[src/rtl/brf_pkg.sv]
`default_nettype none

package brf_pkg;

    // Ring geometry. Pointer and level widths are those of the interface fields.
    localparam int DEPTH  = 256;
    localparam int ADDR_W = 8;
    localparam int CNT_W  = 9;

    localparam logic [CNT_W-1:0] FULL_LEVEL = CNT_W'(DEPTH);
    localparam logic [7:0]       FREED_MARK = 8'hFE;

    // Command codes carried on the request channel.
    typedef enum logic [2:0] {
        CMD_PUSH  = 3'd0,
        CMD_POP   = 3'd1,
        CMD_GET   = 3'd2,
        CMD_ERASE = 3'd3,
        CMD_FIND  = 3'd4,
        CMD_FLUSH = 3'd5
    } cmd_t;

    // Commands from the controller to the datapath.
    typedef struct packed {
        logic accept;
        cmd_t op;
        logic erase_step;
        logic scan_step;
        logic load;
    } ctrl_t;

    // Status from the datapath to the controller.
    typedef struct packed {
        logic count_zero;
        logic erase_ok;
        logic erase_zero;
        logic erase_last;
        logic scan_done;
        logic out_free;
    } status_t;

endpackage

`default_nettype wire

[src/rtl/brf_req_if.sv]
`default_nettype none

interface brf_req_if;
    logic       valid;
    logic       ready;
    logic [2:0] command;
    logic [7:0] byte_value;
    logic [7:0] peek_index;
    logic [8:0] erase_count;
    logic       clear_store;

    modport source (
        output valid, command, byte_value, peek_index, erase_count, clear_store,
        input  ready
    );

    modport sink (
        input  valid, command, byte_value, peek_index, erase_count, clear_store,
        output ready
    );
endinterface

`default_nettype wire

[src/rtl/brf_rsp_if.sv]
`default_nettype none

interface brf_rsp_if;
    logic       valid;
    logic       ready;
    logic [7:0] read_byte;
    logic       success;
    logic       overwrote;
    logic [8:0] fill_level;
    logic       is_empty;
    logic       is_full;

    modport source (
        output valid, read_byte, success, overwrote, fill_level, is_empty, is_full,
        input  ready
    );

    modport sink (
        input  valid, read_byte, success, overwrote, fill_level, is_empty, is_full,
        output ready
    );
endinterface

`default_nettype wire

[src/rtl/brf_ctrl.sv]
`default_nettype none

module brf_ctrl (
    input  wire logic             clk,
    input  wire logic             rst_n,
    input  wire logic             req_valid,
    output logic                  req_ready,
    input  wire logic [2:0]       command,
    input  wire brf_pkg::status_t sts,
    output brf_pkg::ctrl_t        ctl
);

    typedef enum logic [3:0] {
        ST_IDLE  = 4'b0001,
        ST_ERASE = 4'b0010,
        ST_SCAN  = 4'b0100,
        ST_DONE  = 4'b1000
    } state_t;

    state_t        state_reg;
    state_t        state_next;
    state_t        after_accept;
    brf_pkg::cmd_t op;
    logic          accept;
    logic          load;

    assign op = brf_pkg::cmd_t'(command);

    // A transaction is taken when idle, or when the pending result leaves this cycle.
    assign load      = (state_reg == ST_DONE) && sts.out_free;
    assign req_ready = (state_reg == ST_IDLE) || load;
    assign accept    = req_valid && req_ready;

    // A valid nonzero erase and a find on a non-empty ring walk the store; all else finishes at once.
    always_comb
    begin
        after_accept = ST_DONE;
        case (op)
            brf_pkg::CMD_ERASE:
            begin
                if (sts.erase_ok && !sts.erase_zero)
                begin
                    after_accept = ST_ERASE;
                end
            end
            brf_pkg::CMD_FIND:
            begin
                if (!sts.count_zero)
                begin
                    after_accept = ST_SCAN;
                end
            end
            default:
            begin
                after_accept = ST_DONE;
            end
        endcase
    end

    // Next state.
    always_comb
    begin
        state_next = state_reg;
        case (state_reg)
            ST_IDLE:
            begin
                if (accept)
                begin
                    state_next = after_accept;
                end
            end
            ST_ERASE:
            begin
                if (sts.erase_last)
                begin
                    state_next = ST_DONE;
                end
            end
            ST_SCAN:
            begin
                if (sts.scan_done)
                begin
                    state_next = ST_DONE;
                end
            end
            ST_DONE:
            begin
                if (accept)
                begin
                    state_next = after_accept;
                end
                else if (load)
                begin
                    state_next = ST_IDLE;
                end
            end
            default:
            begin
                state_next = ST_IDLE;
            end
        endcase
    end

    always_ff @(posedge clk or negedge rst_n)
    begin
        if (!rst_n)
        begin
            state_reg <= ST_IDLE;
        end
        else
        begin
            state_reg <= state_next;
        end
    end

    // Commands to the datapath.
    assign ctl.accept     = accept;
    assign ctl.op         = op;
    assign ctl.erase_step = (state_reg == ST_ERASE);
    assign ctl.scan_step  = (state_reg == ST_SCAN);
    assign ctl.load       = load;

endmodule

`default_nettype wire

[src/rtl/brf_dp.sv]
`default_nettype none

module brf_dp (
    input  wire logic                       clk,
    input  wire logic                       rst_n,
    input  wire brf_pkg::ctrl_t             ctl,
    input  wire logic [7:0]                 byte_value,
    input  wire logic [7:0]                 peek_index,
    input  wire logic [8:0]                 erase_count,
    input  wire logic                       clear_store,
    input  wire logic                       rsp_ready,
    output logic                            rsp_valid,
    output logic [7:0]                      read_byte,
    output logic                            success,
    output logic                            overwrote,
    output logic [8:0]                      fill_level,
    output logic                            is_empty,
    output logic                            is_full,
    output brf_pkg::status_t                sts
);

    localparam int AW = brf_pkg::ADDR_W;
    localparam int CW = brf_pkg::CNT_W;

    // Byte store with one flag per entry; an entry without its flag reads as zero.
    logic [7:0]              store_reg [brf_pkg::DEPTH];
    logic [brf_pkg::DEPTH-1:0] valid_reg;

    logic [AW-1:0] wp_reg, wp_next;
    logic [AW-1:0] rp_reg, rp_next;
    logic [CW-1:0] count_reg, count_next;
    logic [CW-1:0] erase_cnt_reg, erase_cnt_next;
    logic [CW-1:0] scan_idx_reg, scan_idx_next;
    logic          cmp_pend_reg, cmp_pend_next;
    logic [7:0]    find_val_reg;
    logic          ok_reg, ok_next;
    logic          ow_reg, ow_next;
    logic          use_rd_reg, use_rd_next;
    logic [7:0]    rdata_reg;
    logic          rd_valid_reg;

    logic          out_valid_reg, out_valid_next;
    logic [7:0]    out_byte_reg;
    logic          out_ok_reg;
    logic          out_ow_reg;
    logic [CW-1:0] out_level_reg;

    logic          do_push, do_pop, do_get, do_erase, do_find, do_flush;
    logic          count_zero, full, pop_one;
    logic          mem_we, mem_re;
    logic [AW-1:0] mem_waddr, mem_raddr;
    logic [7:0]    mem_wdata;
    logic [7:0]    rd_byte;
    logic          scan_issue, scan_hit;

    // Command decode.
    assign do_push  = ctl.accept && (ctl.op == brf_pkg::CMD_PUSH);
    assign do_pop   = ctl.accept && (ctl.op == brf_pkg::CMD_POP);
    assign do_get   = ctl.accept && (ctl.op == brf_pkg::CMD_GET);
    assign do_erase = ctl.accept && (ctl.op == brf_pkg::CMD_ERASE);
    assign do_find  = ctl.accept && (ctl.op == brf_pkg::CMD_FIND);
    assign do_flush = ctl.accept && (ctl.op == brf_pkg::CMD_FLUSH);

    assign count_zero = (count_reg == '0);
    assign full       = (count_reg == brf_pkg::FULL_LEVEL);

    // One entry leaves the ring on a non-empty pop and on every erase step.
    assign pop_one = (do_pop && !count_zero) || ctl.erase_step;

    // Find: one read issued per cycle, and each read byte is compared in the cycle after its issue.
    assign rd_byte    = rd_valid_reg ? rdata_reg : 8'h00;
    assign scan_issue = (scan_idx_reg < count_reg);
    assign scan_hit   = cmp_pend_reg && (rd_byte == find_val_reg);

    // Store port control.
    assign mem_we    = do_push || pop_one;
    assign mem_waddr = do_push ? wp_reg : rp_reg;
    assign mem_wdata = do_push ? byte_value : brf_pkg::FREED_MARK;

    assign mem_re = (do_pop && !count_zero) || do_get || (ctl.scan_step && scan_issue);

    always_comb
    begin
        if (do_get)
        begin
            mem_raddr = rp_reg + peek_index;
        end
        else if (ctl.scan_step)
        begin
            mem_raddr = rp_reg + scan_idx_reg[AW-1:0];
        end
        else
        begin
            mem_raddr = rp_reg;
        end
    end

    // Pointers and level.
    always_comb
    begin
        wp_next    = wp_reg;
        rp_next    = rp_reg;
        count_next = count_reg;
        if (do_push)
        begin
            wp_next = wp_reg + 1'b1;
            if (full)
            begin
                rp_next = rp_reg + 1'b1;
            end
            else
            begin
                count_next = count_reg + 1'b1;
            end
        end
        else if (pop_one)
        begin
            rp_next    = rp_reg + 1'b1;
            count_next = count_reg - 1'b1;
        end
        else if (do_flush)
        begin
            wp_next    = '0;
            rp_next    = '0;
            count_next = '0;
        end
    end

    // Result flags held until the result is loaded.
    always_comb
    begin
        ok_next     = ok_reg;
        ow_next     = ow_reg;
        use_rd_next = use_rd_reg;
        if (ctl.accept)
        begin
            ok_next     = ((do_pop || do_get) && !count_zero) || (do_erase && sts.erase_ok);
            ow_next     = do_push && full;
            use_rd_next = (do_pop || do_get) && !count_zero;
        end
        else if (ctl.scan_step)
        begin
            ok_next = scan_hit;
        end
    end

    // Erase and scan counters.
    always_comb
    begin
        erase_cnt_next = erase_cnt_reg;
        scan_idx_next  = scan_idx_reg;
        cmp_pend_next  = cmp_pend_reg;
        if (do_erase)
        begin
            erase_cnt_next = erase_count;
        end
        else if (ctl.erase_step)
        begin
            erase_cnt_next = erase_cnt_reg - 1'b1;
        end
        if (do_find)
        begin
            scan_idx_next = '0;
            cmp_pend_next = 1'b0;
        end
        else if (ctl.scan_step)
        begin
            scan_idx_next = scan_idx_reg + CW'(scan_issue);
            cmp_pend_next = scan_issue;
        end
    end

    // Output register valid.
    always_comb
    begin
        if (ctl.load)
        begin
            out_valid_next = 1'b1;
        end
        else if (rsp_ready)
        begin
            out_valid_next = 1'b0;
        end
        else
        begin
            out_valid_next = out_valid_reg;
        end
    end

    // Control registers.
    always_ff @(posedge clk or negedge rst_n)
    begin
        if (!rst_n)
        begin
            wp_reg        <= '0;
            rp_reg        <= '0;
            count_reg     <= '0;
            erase_cnt_reg <= '0;
            scan_idx_reg  <= '0;
            cmp_pend_reg  <= 1'b0;
            ok_reg        <= 1'b0;
            ow_reg        <= 1'b0;
            use_rd_reg    <= 1'b0;
            out_valid_reg <= 1'b0;
        end
        else
        begin
            wp_reg        <= wp_next;
            rp_reg        <= rp_next;
            count_reg     <= count_next;
            erase_cnt_reg <= erase_cnt_next;
            scan_idx_reg  <= scan_idx_next;
            cmp_pend_reg  <= cmp_pend_next;
            ok_reg        <= ok_next;
            ow_reg        <= ow_next;
            use_rd_reg    <= use_rd_next;
            out_valid_reg <= out_valid_next;
        end
    end

    // Entry flags: reset and a clearing flush drop them all at once.
    always_ff @(posedge clk or negedge rst_n)
    begin
        if (!rst_n)
        begin
            valid_reg <= '0;
        end
        else if (do_flush && clear_store)
        begin
            valid_reg <= '0;
        end
        else if (mem_we)
        begin
            valid_reg[mem_waddr] <= 1'b1;
        end
    end

    // Store array: one write and one registered read per cycle.
    always_ff @(posedge clk)
    begin
        if (mem_we)
        begin
            store_reg[mem_waddr] <= mem_wdata;
        end
        if (mem_re)
        begin
            rdata_reg    <= store_reg[mem_raddr];
            rd_valid_reg <= valid_reg[mem_raddr];
        end
    end

    // Payload registers.
    always_ff @(posedge clk)
    begin
        if (do_find)
        begin
            find_val_reg <= byte_value;
        end
        if (ctl.load)
        begin
            out_byte_reg  <= use_rd_reg ? rd_byte : 8'h00;
            out_ok_reg    <= ok_reg;
            out_ow_reg    <= ow_reg;
            out_level_reg <= count_reg;
        end
    end

    assign rsp_valid  = out_valid_reg;
    assign read_byte  = out_byte_reg;
    assign success    = out_ok_reg;
    assign overwrote  = out_ow_reg;
    assign fill_level = out_level_reg;
    assign is_empty   = (out_level_reg == '0);
    assign is_full    = (out_level_reg == brf_pkg::FULL_LEVEL);

    // Status to the controller.
    assign sts.count_zero = count_zero;
    assign sts.erase_ok   = (erase_count <= count_reg);
    assign sts.erase_zero = (erase_count == '0);
    assign sts.erase_last = (erase_cnt_reg == CW'(1));
    assign sts.scan_done  = scan_hit || !scan_issue;
    assign sts.out_free   = !out_valid_reg || rsp_ready;

endmodule

`default_nettype wire

[src/rtl/byte_ring_fifo_overwrite_core.sv]
`default_nettype none

// Byte ring FIFO of 256 entries that overwrites its oldest byte when a push
// finds it full. Every request transaction yields exactly one response
// transaction, in order. Push, pop, get, flush and the unused codes are taken
// one per cycle while the response channel keeps up, and each result passes
// through the done state into the output register. While a result waits in
// the output register one further request is still taken; the block then
// holds off new requests until the response channel takes the waiting result.
// Erase of N entries occupies the block while the single store write port
// marks one freed slot a cycle. Find reads one live entry per cycle through
// the single store read port and stops on the first match. The store is
// cleared at reset and by a clearing flush all at once through one flag per
// entry, so there is no clearing pass after reset.
module byte_ring_fifo_overwrite_core (
    input  wire logic  clk,
    input  wire logic  rst_n,
    brf_req_if.sink    request,
    brf_rsp_if.source  response
);

    brf_pkg::ctrl_t   ctl;
    brf_pkg::status_t sts;
    logic             req_ready;

    assign request.ready = req_ready;

    // Sequencing of commands.
    brf_ctrl u_ctrl (
        .clk       (clk),
        .rst_n     (rst_n),
        .req_valid (request.valid),
        .req_ready (req_ready),
        .command   (request.command),
        .sts       (sts),
        .ctl       (ctl)
    );

    // Store, pointers and result register.
    brf_dp u_dp (
        .clk         (clk),
        .rst_n       (rst_n),
        .ctl         (ctl),
        .byte_value  (request.byte_value),
        .peek_index  (request.peek_index),
        .erase_count (request.erase_count),
        .clear_store (request.clear_store),
        .rsp_ready   (response.ready),
        .rsp_valid   (response.valid),
        .read_byte   (response.read_byte),
        .success     (response.success),
        .overwrote   (response.overwrote),
        .fill_level  (response.fill_level),
        .is_empty    (response.is_empty),
        .is_full     (response.is_full),
        .sts         (sts)
    );

    // After an accepted push and the done state that follows it, response valid is always high.
    assert property (@(posedge clk) disable iff (!rst_n)
        (request.valid && req_ready && (request.command == brf_pkg::CMD_PUSH))
        |-> ##2 response.valid)
        else $error("push transaction produced no response");

    // A loaded result is presented on the next cycle.
    assert property (@(posedge clk) disable iff (!rst_n)
        ctl.load |=> response.valid)
        else $error("result load did not raise response valid");

    // The reported level never exceeds the ring depth.
    assert property (@(posedge clk) disable iff (!rst_n)
        response.valid |-> (response.fill_level <= brf_pkg::FULL_LEVEL))
        else $error("fill level beyond ring depth");

    // No request is taken while the store is being walked.
    assert property (@(posedge clk) disable iff (!rst_n)
        (ctl.erase_step || ctl.scan_step) |-> !req_ready)
        else $error("request accepted during erase or find");

endmodule

`default_nettype wire

[src/flat_wrapper.sv]
// flat-port wrapper written by rule: the top's interface ports become plain ports
module byte_ring_fifo_overwrite_core_flat 
  (clk, rst_n, request_valid, request_command, request_byte_value, request_peek_index, request_erase_count, request_clear_store, request_ready, response_valid, response_read_byte, response_success, response_overwrote, response_fill_level, response_is_empty, response_is_full, response_ready);
  brf_req_if request_i ();
  brf_rsp_if response_i ();
  input  wire logic clk;
  input  wire logic rst_n;
  input wire logic [$bits(request_i.valid)-1:0] request_valid;
  input wire logic [$bits(request_i.command)-1:0] request_command;
  input wire logic [$bits(request_i.byte_value)-1:0] request_byte_value;
  input wire logic [$bits(request_i.peek_index)-1:0] request_peek_index;
  input wire logic [$bits(request_i.erase_count)-1:0] request_erase_count;
  input wire logic [$bits(request_i.clear_store)-1:0] request_clear_store;
  output wire logic [$bits(request_i.ready)-1:0] request_ready;
  output wire logic [$bits(response_i.valid)-1:0] response_valid;
  output wire logic [$bits(response_i.read_byte)-1:0] response_read_byte;
  output wire logic [$bits(response_i.success)-1:0] response_success;
  output wire logic [$bits(response_i.overwrote)-1:0] response_overwrote;
  output wire logic [$bits(response_i.fill_level)-1:0] response_fill_level;
  output wire logic [$bits(response_i.is_empty)-1:0] response_is_empty;
  output wire logic [$bits(response_i.is_full)-1:0] response_is_full;
  input wire logic [$bits(response_i.ready)-1:0] response_ready;
  assign request_i.valid = request_valid;
  assign request_i.command = request_command;
  assign request_i.byte_value = request_byte_value;
  assign request_i.peek_index = request_peek_index;
  assign request_i.erase_count = request_erase_count;
  assign request_i.clear_store = request_clear_store;
  assign request_ready = request_i.ready;
  assign response_valid = response_i.valid;
  assign response_read_byte = response_i.read_byte;
  assign response_success = response_i.success;
  assign response_overwrote = response_i.overwrote;
  assign response_fill_level = response_i.fill_level;
  assign response_is_empty = response_i.is_empty;
  assign response_is_full = response_i.is_full;
  assign response_i.ready = response_ready;
  byte_ring_fifo_overwrite_core u_core (.clk(clk), .rst_n(rst_n), .request(request_i), .response(response_i));
endmodule
[config.mk]
export PLATFORM = sky130hd
export DESIGN_NAME = byte_ring_fifo_overwrite_core_flat
export DESIGN_NICKNAME = d
export VERILOG_FILES = /design/src/rtl/brf_pkg.sv /design/src/rtl/brf_req_if.sv /design/src/rtl/brf_rsp_if.sv /design/src/rtl/brf_ctrl.sv /design/src/rtl/brf_dp.sv /design/src/rtl/byte_ring_fifo_overwrite_core.sv /design/src/flat_wrapper.sv
export SDC_FILE = /design/constraint.sdc
export NUM_CORES = 2
export LEC_CHECK = 0
export ABC_CLOCK_PERIOD_IN_PS = 15500
export CORE_MARGIN = 2
export CORE_UTILIZATION = 45
export CTS_CLUSTER_SIZE = 16
export DETAILED_ROUTE_END_ITERATION = 8
export DONT_BUFFER_PORTS = 1
export GPL_ROUTABILITY_DRIVEN = 1
export PLACE_DENSITY = 0.64
export SLEW_MARGIN = 30
export SYNTH_ARGS = -nofsm -noshare
export SYNTH_HDL_FRONTEND = slang
export SYNTH_SLANG_ARGS = --single-unit
export TNS_END_PERCENT = 10
[constraint.sdc]
create_clock -name clk -period 15.5 [get_ports clk]
set_input_delay 2.325 -clock clk [delete_from_list [all_inputs] [get_ports clk]]
set_output_delay 2.325 -clock clk [all_outputs]
set_load 0.1 [all_outputs]
### Word-level counts from Yosys, hierarchy flattened

Memory sizes are Yosys's and may differ from the RTL's. A register that Yosys moved wholly into a read port is not among the register bits.
Index checks and enable logic that the tools add are counted.

* magnitude comparators: 5
* add/sub/neg operators: 8
* muxes and demuxes: 42
* bitwise gates (word level): 1
* equal/unequal tests: 20
* reduce and logical (&&, ||, !) cells: 45

Operators by type and width (count)
* two-way mux 256 bit: 2
* bitwise OR 256 bit: 1
* two-way mux 8 bit: 11
* two-way mux 9 bit: 8
* two-way mux 4 bit: 7
* zero test 9 bit: 3
* equality test 9 bit, second input constant: 2
* less-than comparator 8 x 9 -> 1 bit, second input constant: 2
* subtractor 9 x 1 -> 9 bit, second input constant: 2
* logical AND 1 bit: 17
* adder 8 x 1 -> 8 bit, second input constant: 2
* adder 8 bit: 2
* case mux 4 bit (4 select lines): 1
* nonzero test 2 bit: 6
* two-way mux 1 bit: 10
* adder 9 x 1 -> 9 bit: 1
* adder 9 x 1 -> 9 bit, second input constant: 1
* equality test 9 x 1 -> 1 bit, second input constant: 1
* less-or-equal comparator 9 bit: 1
* logical OR 1 bit: 9
* less-than comparator 9 bit: 1
* binary-select mux 1 bit (select 8 bit): 1
* demux 1 bit (select 8 bit): 1
* equality test 8 bit: 1
* 17 further kinds: 28

* bits in writable memories: 2048
* memories: 1
* word-level logic and storage cells: 140
* flip-flop bits (word level): 336

Memories
* u_core.u_dp.store_reg: words 256, width 8, read ports 1, clocked after Yosys merged registers in 1, wr ports 1, line brf_dp.sv:26 `logic [7:0] store_reg [brf_pkg::DEPTH];`

### Depth between registers and ports, before layout

* depth after elaboration: 14
* gate-level depth with buffers: 17
* mapped depth without buffers: 16

### Cells and area by module

From an unflattened synthesis, not the netlist that was laid out.

* cell total of the unflattened synthesis: 6147
* area total of the unflattened synthesis: 96351.2 µm²

Modules (own cells, without submodules)
* brf_dp: area an instance 95960.8 µm², times used 1, sequential area each 70187.3 µm², cells each 6102
* brf_ctrl: area an instance 390.4 µm², times used 1, sequential area each 101.3 µm², cells each 45

### Least setup slack after synthesis

No wires, ideal clock.

* path type: input port to flip-flop
* start: input port response_ready
* end: memory u_core.u_dp.store_reg[0][0], data pin
* arrival: 8621 ps
* path buffers: 3
* slack: 6013 ps
* stages on the path: 9
* cells stage by stage: nand2b_1 -> a21boi_1 -> nor2_1 -> nand2_1 -> nor4_1 -> clkbuf_1 -> clkbuf_1 -> clkbuf_1 -> and2_1

* cells in the longest elaborated chain, start to end: 6

RTL lines
* start: declaration: line flat_wrapper.sv:22 `input wire logic [$bits(response_i.ready)-1:0] response_ready;`
* logical OR 1 bit: line brf_dp.sv:282 `assign sts.out_free = !out_valid_reg || rsp_ready;`
* logical AND 1 bit: line brf_ctrl.sv:30 `assign load = (state_reg == ST_DONE) && sts.out_free;`
* logical OR 1 bit: line brf_ctrl.sv:31 `assign req_ready = (state_reg == ST_IDLE) || load;`
* named net request_ready: line flat_wrapper.sv:14 `output wire logic [$bits(request_i.ready)-1:0] request_ready;`
* logical AND 1 bit: line brf_ctrl.sv:32 `assign accept = req_valid && req_ready;`
* logical AND 1 bit: line brf_dp.sv:57 `assign do_push = ctl.accept && (ctl.op == brf_pkg::CMD_PUSH);`
* two-way mux 8 bit: line brf_dp.sv:78 `assign mem_wdata = do_push ? byte_value : brf_pkg::FREED_MARK;`
* named net u_core.u_dp.mem_wdata[0]: line brf_dp.sv:52 `logic [7:0] mem_wdata;`
* end: declaration: line brf_dp.sv:26

The timed path passes the listed nets, and every way through them passes these cells.

### Final worst setup path

* start: input port response_ready
* end: register u_core.u_dp.rdata_reg[5] (read register of u_core.u_dp.store_reg), data pin

* cells in the longest elaborated chain, start to end: 8

RTL lines
* logical OR 1 bit *: line brf_dp.sv:282
* logical AND 1 bit *: line brf_ctrl.sv:30
* logical OR 1 bit *: line brf_ctrl.sv:31
* logical AND 1 bit *: line brf_ctrl.sv:32
* logical AND 1 bit: line brf_dp.sv:58 `assign do_pop = ctl.accept && (ctl.op == brf_pkg::CMD_POP);`
* logical AND 1 bit: line brf_dp.sv:80 `assign mem_re = (do_pop && !count_zero) || do_get || (ctl.scan_step && scan_issue);`
* logical OR 1 bit (2 in series): line brf_dp.sv:80
* end: declaration: line brf_dp.sv:39 `logic [7:0] rdata_reg;`

Mark *: on every way between the ends. The rest lies on a longest branch, timed or not.
A chain may end at the register's enable or synchronous reset.

==> summary.md <==
| Metric | Value |
|---|---|
| Result of the run | `completed` |
| Clock Tree Root | `sky130_fd_sc_hd__clkbuf_16` |
| Leak pwr | `~38 nW` |
| Core area | `214,600 sq um` |
| Maximum clock frequency | `about 130 MHz` |
| Yosys top cell area share | `64.38%` |
| Number of enable flip-flop cells after synthesis | `2,084` |
| Sum of buffers and inverters on the critical path | `2` |
| Fraction of synthesized area in multiplexers | `4.471%` |
| Number of fill cells in the layout | `17,836` |
| Maximum number of pins on one net before global-route repair | `309` |
| Number of failing hold endpoints at the final stage | `0` |
| Total routing usage reported by global routing | `between 20% and 30%` |
| Share of post-route cells with drive strength above 1 | `a little under a tenth` |
| Main combinational cell family by area after synthesis | `simple AND/OR/NAND/NOR gates` |
| Number of remaining DRC errors | `0` |
| Via density | `around 6` |
| Hold bufs inserted after CTS | `0` |
| Clk Latency, worst-skew pair | `890 ps` |
| Flops & latches, synth | `~2,400` |
| Number of global-route vias before repair | `slightly below 60,000` |
| Worst clock skew on the final layout | `~58 ps` |
| Worst slew margin relative to its limit | `a little under a quarter` |
| FFs w/ async S/R, synth | `around an eighth` |
| Non-filler instance count after layout | `10,092` |
| GR Util met1 | `34.34%` |
| Fraction of the mapped netlist area in compound gates | `about 8.5%` |
| Final worst path period share | `a little under 50%` |
| Slew at the pin closest to its max-slew limit | `between 1000 and 1500 ps` |
| Leading cell types by total area after synthesis | `sky130_fd_sc_hd__edfxtp_1, sky130_fd_sc_hd__dfrtp_1, sky130_fd_sc_hd__nand2_1` |
| Minimum hold slack | `roughly 450 ps` |
| Maximum single-stage delay on the critical path | `roughly 860 ps` |
| Largest delay share family, worst path | `compound AO/OA/AOI/OAI gates` |
| Sinks on the clock net | `about 2,400` |
| Total Die Area | `~220,000 sq um` |
| Minimum setup slack in the final design | `8010 ps` |
| Gpl congestion | `between 0.8 and 0.9` |
| Signal arrival time at the worst endpoint | `~8000 ps` |
| Die extent in x | `roughly 470 um` |
| CP Max Fanout | `118` |
| Number of buffers added on ports | `0` |
| Post-synthesis simple-gate area fraction | `a little under an eighth` |
| Number of optimization iterations in the first detailed-route pass | `8` |
| Hold Path Class | `flop to flop` |
| Leading cell type by number of instances after synthesis | `sky130_fd_sc_hd__edfxtp_1` |
| Number of pins exceeding their max-slew limit in the final report | `0` |
| Sequential fraction of the synthesis area | `72.31%` |
| Synthesized instance count | `around 7,000` |
| CTS H-Tree Depth | `4` |
| Num rows | `170` |
| Startpoint type of the worst setup path | `primary input` |
| HPWL after DPL | `between 150,000 and 200,000 um` |
| Max Cap Viol | `0` |
| Congestion Overflow GR | `0` |
| Fin Setup TNS | `0 ps` |
| Total length of routed wires | `approximately 280,000 um` |
| Effective utilization at floorplan | `a little under half` |
| Unrepaired setup endpoints after global routing | `false` |
| Busiest layer in global routing | `met2` |
| Crit Path Category | `primary input to flop` |
| Most frequently used flop master after synthesis | `sky130_fd_sc_hd__edfxtp_1` |
| Mean area per synthesized cell | `about 14 sq um` |
| Post-placement setup slack | `around 7200 ps` |
| Remaining number of nets flagged by the antenna check after routing | `0` |
| Avg WL per Cell | `about 27 um` |
| Total instance count after detailed placement | `~9,600` |
| PostCTS Resize Cnt | `0` |
| Maximum vdd ir drop | `roughly 0.14 mV` |
| Count of final setup violators | `0` |
| Post-synthesis share of cell area spent on xor and xnor gates | `0.2253%` |
| Total nets after synthesis | `a little over 7,000` |
| Routing usage on met3 | `roughly 6.1%` |
| Power consumption | `between 0.015 and 0.02 W` |
| Area share of fa/ha/maj cells after synthesis | `0.5432%` |
| Met2 routing resource usage after global routing | `37.61%` |
| Area growth, synth to finish | `10.88%` |
| CP cell instances | `nand2b_1 > a21boi_1 > o21ai_2 > nand2_8 > buf_4 > buf_12 > mux2i_1 > a221oi_1 > a21oi_1 > o22a_1 > o221ai_1 > a2111oi_1 > a211oi_1` |
| Worst endpoint required time | `~16,000 ps` |
| Die Span Y | `about 470 um` |
| Nets | `about 7,100` |
| Number of antenna violations at the first check in global routing | `12` |
| Count of yosys warnings during synthesis | `0` |
| Wire length of the first global-routing pass | `approximately 400,000 um` |
| Final min period | `~7500 ps` |
| Longest Clk Path Bufs | `3` |
| Synth Cell Area | `between 90,000 and 100,000 sq um` |
| Largest register FFs | `2,048` |
| Kind of end point of the critical path | `flop` |
| Number of distinct library cells after synthesis | `82` |
| Via Count | `61,272` |
| Max stage delay cell, worst path | `sky130_fd_sc_hd__a2111oi_1` |
| Clock transition at the register clock pins on the worst setup and hold paths after CTS | `~60 ps` |
| Largest area contributor in the netlist | `sky130_fd_sc_hd__edfxtp_1` |
| Number of buffers inserted during clock tree synthesis | `about 230` |
| Count of buffers added by post-CTS timing repair for setup | `0` |
| Number of top-level design ports | `56` |
| Power Dens Cells | `162.9 nW/um^2` |
| Synth cell count leaders | `sky130_fd_sc_hd__edfxtp_1, sky130_fd_sc_hd__nand2_1, sky130_fd_sc_hd__a21oi_1, sky130_fd_sc_hd__nor2_1, sky130_fd_sc_hd__nand3_1` |
| Count of routing violations after the opening detailed-route iteration | `8,291` |
| TritonCTS clock tree | `yes` |
## final timing paths
path,start,end,slack [ps],cells past startpoint
setup / recovery,response_ready,u_core.u_dp.rdata_reg[5]$_DFFE_PP_,8010,13
hold / removal,u_core.u_dp.count_reg[7]$_DFFE_PN0P_,u_core.u_dp.fill_level[7]$_DFFE_PP_,450,0
setup reg to reg,u_core.u_dp.rsp_valid$_DFFE_PN0P_,u_core.u_dp.rdata_reg[5]$_DFFE_PP_,8430,13
hold reg to reg,u_core.u_dp.count_reg[7]$_DFFE_PN0P_,u_core.u_dp.fill_level[7]$_DFFE_PP_,450,0
max in group asynchronous,rst_n,u_core.u_dp.valid_reg[209]$_DFFE_PN0P_,13250,1
min in group asynchronous,rst_n,u_core.u_dp.valid_reg[7]$_DFFE_PN0P_,1150,0
## power by group
part           total, W  internal [W]  leakage (nW)  switching (W)
registers       0.00725       0.00707          25.0       0.000185
clock network   0.00566       0.00319          3.75        0.00247
logic           0.00465       0.00131          9.42        0.00334
total            0.0176        0.0116          38.1        0.00599
## area by class of cell
cell class	count	area, sq um	share of cell area (%)
multi-input cells	4263	24950	23.15
clock inverters	110	1151	1.068
inverters	22	82.58	0.07662
well taps	2838	3551	3.295
diodes	4	10.01	0.009287
flip-flops and latches	2392	70290	65.21
repair buffers	133	1217	1.130
clock buffers	330	6531	6.060
## per-layer routing
layer  up-vias  part of all wire (%)  routed length [um]
met5         -                0.0051                  14
met4         4                   4.0               11110
met2      3272                    46              125600
met3       550                    11               29640
met1     30918                    40              109100
li1      26528                     -                   -
## cell usage in the layout (no fill, tap or decap), types with 16 or more instances in the layout
cell type                   count
sky130_fd_sc_hd__clkinv_1      31
sky130_fd_sc_hd__clkbuf_16    230
sky130_fd_sc_hd__inv_1         22
sky130_fd_sc_hd__ha_1          39
sky130_fd_sc_hd__and3_1        38
sky130_fd_sc_hd__o21a_1       262
sky130_fd_sc_hd__a21oi_1      379
sky130_fd_sc_hd__mux4_2        63
sky130_fd_sc_hd__o221ai_1      31
sky130_fd_sc_hd__nor2_1       328
sky130_fd_sc_hd__nor2_2        42
sky130_fd_sc_hd__edfxtp_1    2084
sky130_fd_sc_hd__a211oi_1      20
sky130_fd_sc_hd__a31oi_1       44
sky130_fd_sc_hd__nor3_1        62
sky130_fd_sc_hd__nand2b_1      16
sky130_fd_sc_hd__nand2_1     1526
sky130_fd_sc_hd__or3_1         22
sky130_fd_sc_hd__clkbuf_1      60
sky130_fd_sc_hd__nand4_1      110
sky130_fd_sc_hd__dfrtp_1      307
sky130_fd_sc_hd__mux2i_1      289
sky130_fd_sc_hd__clkbuf_8      40
sky130_fd_sc_hd__a22oi_1       32
sky130_fd_sc_hd__a221oi_1      37
sky130_fd_sc_hd__a32oi_1      123
sky130_fd_sc_hd__o21ai_0      101
sky130_fd_sc_hd__clkinv_2      40
sky130_fd_sc_hd__nand3_1      352
sky130_fd_sc_hd__nor4_1        34
sky130_fd_sc_hd__o22ai_1       67
sky130_fd_sc_hd__buf_4        108
## cell families after synthesis
group           count (synthesis)
simple gates                 2607
flops                        2392
mux                           355
xor+xnor                       25
fa+ha+maj                      41
buf+inv                       477
compound gates               1235
## through the flow
stage / instance area [sq um] / utilization [%]
5_1_grt: 107800 / 50.22
3_3_place_gp: 99570 / 46.39
3_5_place_dp: 99900 / 46.55
6_report: 107800 / 50.22
4_1_cts: 107600 / 50.13
2_1_floorplan: 97200 / -
Power figures use the tool's default switching activity.
